<file path="src/npc_pkg.sv">
`default_nettype none
// ----------------------------------------------------------------------------
// npc_pkg: shared types and constants for the nearest palette color block
// Pixel and result request types, the built-in RGB888 palette and the node
// type and pick function of the minimum search tree.
// ----------------------------------------------------------------------------
package npc_pkg;

  // Palette table depth, also the number of tree leaves
  localparam int TABLE_DEPTH = 16;
  localparam int IDX_W       = 4;
  localparam int DIST_W      = 18;
  localparam int SQ_W        = 16;

  // Largest possible squared distance, 3 * 255 * 255
  localparam logic [DIST_W-1:0] MAX_DIST = 18'd195075;

  typedef struct packed {
    logic [7:0] red;
    logic [7:0] green;
    logic [7:0] blue;
  } pixel_t;

  typedef struct packed {
    logic [IDX_W-1:0]  palette_index;
    logic [DIST_W-1:0] best_distance;
  } result_t;

  // One candidate in the minimum search
  typedef struct packed {
    logic              vld;
    logic [IDX_W-1:0]  idx;
    logic [DIST_W-1:0] dist_sq;
  } node_t;

  typedef logic [23:0] rgb_t;

  // Built-in palette; entries past the twelfth are black
  localparam rgb_t PALETTE [TABLE_DEPTH] = '{
    24'h141428, 24'hFFFFFF, 24'hFF4444, 24'h44FF44,
    24'h4444FF, 24'hFFFF44, 24'hFF44FF, 24'h44FFFF,
    24'h884400, 24'h888888, 24'h000000, 24'hFF8800,
    24'h000000, 24'h000000, 24'h000000, 24'h000000
  };

  // Pick the better of two candidates; lo holds the lower indexes, so it
  // wins a tie
  function automatic node_t node_pick(input node_t lo, input node_t hi);
    node_t res;
    if (hi.vld && (!lo.vld || (hi.dist_sq < lo.dist_sq))) begin
      res = hi;
    end else begin
      res = lo;
    end
    return res;
  endfunction

endpackage
`default_nettype wire

</file>
<file path="src/nearest_palette_color.sv">
`default_nettype none
// ----------------------------------------------------------------------------
// nearest_palette_color: maps an RGB888 pixel to its nearest palette entry
// Four-stage pipeline: squared component differences, per-entry sums, and two
// registered levels each of a pairwise minimum tree over the palette.
// ----------------------------------------------------------------------------
// Usage:
//   Input channel in_valid / in_stall / in_data carries one pixel per request.
//   Result channel out_valid / out_stall / out_data carries the index of the
//   nearest palette entry (squared Euclidean distance, lowest index on a tie)
//   and that distance. A request moves when valid is high and stall is low.
//   The result is registered through stage registers 1 to 4 in turn. Throughput
//   is one pixel per cycle while out_stall is low, set by the four pipeline
//   registers that each take a new pixel every cycle when not stalled; there is
//   no loop or shared unit.
//   Each stage holds its contents while the stage after it is full and not
//   moving, so a stall on out_stall backs up stage by stage; in_stall rises
//   only once every stage is full. Bubbles are squeezed out meanwhile.
//   Reset clears all stage valid bits; no pixel is in flight afterwards and
//   the block takes a pixel in the first cycle after reset.
//   PALETTE_SIZE (2..16) sets how many palette entries are searched.
// ----------------------------------------------------------------------------
module nearest_palette_color #(
  parameter int PALETTE_SIZE = 12
) (
  input  wire                    clk,
  input  wire                    rst_n,
  input  wire                    in_valid,
  output logic                   in_stall,
  input  wire npc_pkg::pixel_t   in_data,
  output logic                   out_valid,
  input  wire                    out_stall,
  output npc_pkg::result_t       out_data
);
  import npc_pkg::*;

  localparam int L1_N = TABLE_DEPTH / 2;
  localparam int L2_N = TABLE_DEPTH / 4;
  localparam int L3_N = TABLE_DEPTH / 8;

  // Stage valid bits and payload registers
  logic s1_vld_r, s2_vld_r, s3_vld_r, s4_vld_r;
  logic s1_vld_nxt, s2_vld_nxt, s3_vld_nxt, s4_vld_nxt;
  logic en1, en2, en3, en4;

  logic [SQ_W-1:0]   s1_sq_r   [TABLE_DEPTH][3];
  logic [SQ_W-1:0]   s1_sq_nxt [TABLE_DEPTH][3];
  logic [DIST_W-1:0] s2_dist_r   [TABLE_DEPTH];
  logic [DIST_W-1:0] s2_dist_nxt [TABLE_DEPTH];
  node_t             s3_node_r   [L2_N];
  node_t             s3_node_nxt [L2_N];
  node_t             s4_node_r;
  node_t             s4_node_nxt;

  node_t leaf [TABLE_DEPTH];
  node_t lvl1 [L1_N];
  node_t lvl3 [L3_N];

  // Stage enables: a stage moves when empty or when the next one moves
  always_comb begin
    en4 = !s4_vld_r || !out_stall;
    en3 = !s3_vld_r || en4;
    en2 = !s2_vld_r || en3;
    en1 = !s1_vld_r || en2;
  end

  assign in_stall = !en1;

  // Stage 1: absolute component differences and their squares
  always_comb begin
    logic [7:0] d_r, d_g, d_b;
    logic [7:0] p_r, p_g, p_b;
    for (int i = 0; i < TABLE_DEPTH; i++) begin
      p_r = PALETTE[i][23:16];
      p_g = PALETTE[i][15:8];
      p_b = PALETTE[i][7:0];
      d_r = (in_data.red   > p_r) ? (in_data.red   - p_r) : (p_r - in_data.red);
      d_g = (in_data.green > p_g) ? (in_data.green - p_g) : (p_g - in_data.green);
      d_b = (in_data.blue  > p_b) ? (in_data.blue  - p_b) : (p_b - in_data.blue);
      s1_sq_nxt[i][0] = SQ_W'(d_r) * SQ_W'(d_r);
      s1_sq_nxt[i][1] = SQ_W'(d_g) * SQ_W'(d_g);
      s1_sq_nxt[i][2] = SQ_W'(d_b) * SQ_W'(d_b);
    end
  end

  // Stage 2: per-entry distance
  always_comb begin
    for (int i = 0; i < TABLE_DEPTH; i++) begin
      s2_dist_nxt[i] = DIST_W'(s1_sq_r[i][0]) + DIST_W'(s1_sq_r[i][1])
                     + DIST_W'(s1_sq_r[i][2]);
    end
  end

  // Stage 3: leaves and the first two tree levels; unused entries are invalid
  always_comb begin
    for (int i = 0; i < TABLE_DEPTH; i++) begin
      leaf[i].vld     = (i < PALETTE_SIZE);
      leaf[i].idx     = IDX_W'(i);
      leaf[i].dist_sq = s2_dist_r[i];
    end
    for (int i = 0; i < L1_N; i++) begin
      lvl1[i] = node_pick(leaf[2*i], leaf[2*i+1]);
    end
    for (int i = 0; i < L2_N; i++) begin
      s3_node_nxt[i] = node_pick(lvl1[2*i], lvl1[2*i+1]);
    end
  end

  // Stage 4: last two tree levels
  always_comb begin
    for (int i = 0; i < L3_N; i++) begin
      lvl3[i] = node_pick(s3_node_r[2*i], s3_node_r[2*i+1]);
    end
    s4_node_nxt = node_pick(lvl3[0], lvl3[1]);
  end

  // Valid bits move with the data
  always_comb begin
    s1_vld_nxt = en1 ? in_valid : s1_vld_r;
    s2_vld_nxt = en2 ? s1_vld_r : s2_vld_r;
    s3_vld_nxt = en3 ? s2_vld_r : s3_vld_r;
    s4_vld_nxt = en4 ? s3_vld_r : s4_vld_r;
  end

  always_ff @(posedge clk) begin
    if (!rst_n) begin
      s1_vld_r <= 1'b0;
      s2_vld_r <= 1'b0;
      s3_vld_r <= 1'b0;
      s4_vld_r <= 1'b0;
    end else begin
      s1_vld_r <= s1_vld_nxt;
      s2_vld_r <= s2_vld_nxt;
      s3_vld_r <= s3_vld_nxt;
      s4_vld_r <= s4_vld_nxt;
    end
  end

  // Payload registers, no reset
  always_ff @(posedge clk) begin
    if (en1) begin
      s1_sq_r <= s1_sq_nxt;
    end
    if (en2) begin
      s2_dist_r <= s2_dist_nxt;
    end
    if (en3) begin
      s3_node_r <= s3_node_nxt;
    end
    if (en4) begin
      s4_node_r <= s4_node_nxt;
    end
  end

  // Output register is stage 4
  assign out_valid              = s4_vld_r;
  assign out_data.palette_index = s4_node_r.idx;
  assign out_data.best_distance = s4_node_r.dist_sq;

  // Checks
  a_idx_range: assert property (@(posedge clk) disable iff (!rst_n)
    out_valid |-> (32'(out_data.palette_index) < PALETTE_SIZE))
    else $error("palette index beyond searched entries");

  a_dist_range: assert property (@(posedge clk) disable iff (!rst_n)
    out_valid |-> (out_data.best_distance <= MAX_DIST))
    else $error("distance above largest possible value");

  a_empty_takes: assert property (@(posedge clk) disable iff (!rst_n)
    !s1_vld_r |-> !in_stall)
    else $error("input stalled with empty first stage");

  a_full_stalls: assert property (@(posedge clk) disable iff (!rst_n)
    (s1_vld_r && s2_vld_r && s3_vld_r && s4_vld_r && out_stall) |-> in_stall)
    else $error("input taken while pipeline full and stalled");

endmodule
`default_nettype wire

</file>
<file path="config.mk">
export PLATFORM = sky130hd
export DESIGN_NAME = nearest_palette_color
export DESIGN_NICKNAME = d
export VERILOG_FILES = /design/src/npc_pkg.sv /design/src/nearest_palette_color.sv
export SDC_FILE = /design/constraint.sdc
export NUM_CORES = 2
export LEC_CHECK = 0
export BUFFER_PORTS_ARGS = -buffer_cell sky130_fd_sc_hd__buf_2
export CAP_MARGIN = 25
export CORE_UTILIZATION = 53
export DETAILED_ROUTE_END_ITERATION = 8
export PLACE_DENSITY = 0.67
export SYNTH_ARGS = -nofsm -noshare
export SYNTH_HDL_FRONTEND = slang
export SYNTH_SLANG_ARGS = --single-unit
</file>
<file path="constraint.sdc">
create_clock -name clk -period 25.7 [get_ports clk]
set_clock_uncertainty 0.15 [all_clocks]
set_input_delay 3.855 -clock clk [delete_from_list [all_inputs] [get_ports clk]]
set_output_delay 3.855 -clock clk [all_outputs]
set_load 0.01 [all_outputs]
</file>
==> summary.txt <==
Floorplanning
  • Core ar.: 0.109 mm²
  • Die Width: 333 µm
  • Ports: 52
  • DIE AREA: 0.111 mm²
  • Num rows: 121
  • Die height: 333 µm
  • Starting density of the core: 53.5%

Yosys
  • Seq/Total Area, Yosys: 25.8%
  • Post-synth EDFFs: 497
  • Synthesized area: 0.0582 mm²
  • Ys Warns: 0
  • XOR/XNOR Fraction of Synth Area: 7.38%
  • FF+latch count, synth: 501
  • Synth async-reset ratio: 0%
  • Avg Synthesized Cell Area: 9.89 µm²
  • Mux share of post-synthesis cell area: 3.31%
  • Simple-gate portion of the synthesized area: 11.0%
  • Primary FF master, synth: edfxtp_1
  • Compound-Gate Fraction of Synth Area: 10.8%
  • Cell variety after synth: 93
  • Adder-Cell Fraction of Synth Area: 35.1%
  • Post-Syn Instances: 5886
  • Combinational family with the most area after synthesis: adder cells

Clocking
  • Clk_lat worst skew: 0.71 ns
  • Quantity of gates resized following cts: 0
  • Clock transition at path regs: 0.06 ns
  • CTS root buf: clkbuf_16
  • Clock sink count: 501
  • Htree depth: 2
  • Hold_buf cts: 0
  • Post-CTS setup buffer count: 0
  • Clock tree buffer depth: 3
  • TritonCTS buffer count: 58
  • TritonCTS clock tree: yes

Routing
  • DRC viols: 0
  • DR vias/cell: 5.60
  • Antenna-violating nets left: 0
  • Initial drt markers: 2632
  • Routed WL: 144000 µm
  • Routed len/inst: 19.5 µm
  • Drt first pass iters: 5
  • Routed vias: 41500

Worst hold path
  • Hold WC Path Type: flop to flop

STA
  • Worst-Margin Slew: 1.05 ns
  • Setup_tns: 0 ns
  • Setup violators final: 0
  • Relative slew margins: 29.2%
  • Highest Clock Rate: 90.7 MHz
  • Max Transition Viols Final: 0
  • Final WS setup: 14.68 ns
  • Final Hold Viols: 0
  • Final min period: 11.02 ns
  • RSZ-0062 raised after global routing: false
  • Fin crit share: 42.9%

Placement
  • Port Buffers: 51
  • Placer Congestion: 0.968
  • DP Wirelength: 121000 µm
  • Inst Count DP: 7301
  • Place WS: 14.08 ns

Run status
  • Status: finished, final reports clean

Final layout
  • ANT cells: 0
  • Final cell count without fillers: 7410
  • Register area: 0.0150 mm²
  • Finished Core Util: 57.1%
  • Fillcell total: 9407
  • NumNets Final: 7333
  • Area growth, synth to finish: 6.73%
  • Area of the multi-input gates: 0.0395 mm²
  • Share of layout cells above drive strength 1: 4.67%

Job
  • Total of max-cap violations: 0

Global routing
  • Largest net degree at the start of global routing: 76
  • Global-route wire length before repair: 225000 µm
  • Congestion Overflow GR: 0
  • Vias in the first global route: 41200
  • Global-route usage over all layers: 26.2%
  • Antenna violations before repair: 1

Worst setup path
  • CP Data Arrival Time: 11.32 ns
  • Crit-path max FO: 29
  • Critical Path Source Type: input pin
  • Crit Path Category: input pin to flop
  • Worst setup EP type: flop
  • Critical Path RT: 26.00 ns
-- registers in the layout (all words and copies together) (netlist names) --
signal and flops:
s3_vld_r 1, out_data 22, s2_vld_r 1, s1_vld_r 1, s3_node_r 60, s1_sq_r 207
leaf 208, out_valid 1
-- worst paths after layout --
check	start	end	slack (ns)	cells after the start
worst max-delay path	in_data[16]	s1_sq_r[766]	14.68	22
worst min-delay path	s3_vld_r	out_valid	0.34	2
worst max register to register	leaf[347]	s3_node_r[71]	19.56	19
worst min register to register	s3_vld_r	out_valid	0.34	2
-- final cells by class --
type / count / share of cell area, %
Multi-Input combinational cell: 4409 / 63.6
Tap cell: 1414 / 2.85
Clock buffer: 66 / 2.39
Inverter: 908 / 5.49
Sequential cell: 501 / 24.2
Timing Repair Buffer: 69 / 0.641
Clock inverter: 43 / 0.850
-- cells by family (layout without fill, tap and decap cells) --
family                     count (synthesis)  count (layout)
DFF                                      501             501
and+or+nand+nor                         1386            1386
adders and majority gates               1358            1358
AOI/OAI and AO/OA                        960             960
muxes                                    190             190
other                                      1              29
xor gates and xnor gates                 486             486
buffers and inverters                   1004            1086
-- metal layers --
metal / global-route usage (%) / wire length, µm / vias to the layer above
met2: 44.2 / 67600 / 977
met1: 34.8 / 63600 / 20100
met5: 0 / 0 / -
met4: 9.94 / 6120 / 0
met3: 2.73 / 7120 / 208
li1: - / - / 20200
-- cell usage after synthesis, types with 35 or more instances --
cell      number  area share, %
inv_1        892            5.8
clkbuf_1      61           0.39
fa_1         459             16
o21ai_0      117            1.0
nor2_1       626            4.0
xnor2_1      375            5.6
nor3_1       126            1.1
edfxtp_1     497             26
nand2b_1      48           0.52
o21bai_1      35           0.45
mux2i_1      171            2.9
xor2_1       106            1.6
a21o_1       118            1.5
o21a_1        66           0.85
or3_1         40           0.43
ha_1         899             19
a21oi_1      337            2.9
nand3_1       67           0.58
nand2_1      220            1.4
a31oi_1       35           0.38
or2_2         55           0.59
nor2b_1       80           0.86
-- worst max-delay path, stage by stage --
cell and delay (ns):
buf_2 0.31, clkinv_1 0.82, ha_1 0.68, a21oi_1 0.39, nand2_1 0.12, and2_1 0.21
mux2_1 0.31, a221o_1 0.31, xnor2_1 0.69, nor2_1 0.16, fa_1 0.50, fa_1 0.55
inv_1 0.05, fa_1 0.50, fa_1 0.55, inv_1 0.04, ha_1 0.23, or2_2 0.29
o22ai_1 0.20, o21ai_0 0.17, o211ai_1 0.26, xnor2_1 0.10
-- layout by cell type (no fill, tap or decap), drive strengths merged, types with 80 or more instances in the layout --
| master | netlist | layout |
|---|---|---|
| nand2 | 220 | 220 |
| nor2b | 80 | 80 |
| nor2 | 626 | 626 |
| o21ai | 135 | 135 |
| inv | 901 | 902 |
| ha | 899 | 899 |
| xor2 | 106 | 106 |
| fa | 459 | 459 |
| nor3 | 130 | 130 |
| a21o | 118 | 118 |
| xnor2 | 380 | 380 |
| edfxtp | 497 | 497 |
| a21oi | 338 | 338 |
| mux2i | 171 | 171 |
-- metrics by stage --
stage	cell area (µm²)	hold WS [ns]
floorplan	58300	0.301
global placement	60100	0.320
detailed placement	60100	0.324
CTS	62100	0.339
global route	62100	0.401
finish	62100	0.336
Power is not shown: default switching activity piles up to over one toggle a cycle in this logic, so the estimate is an artifact.
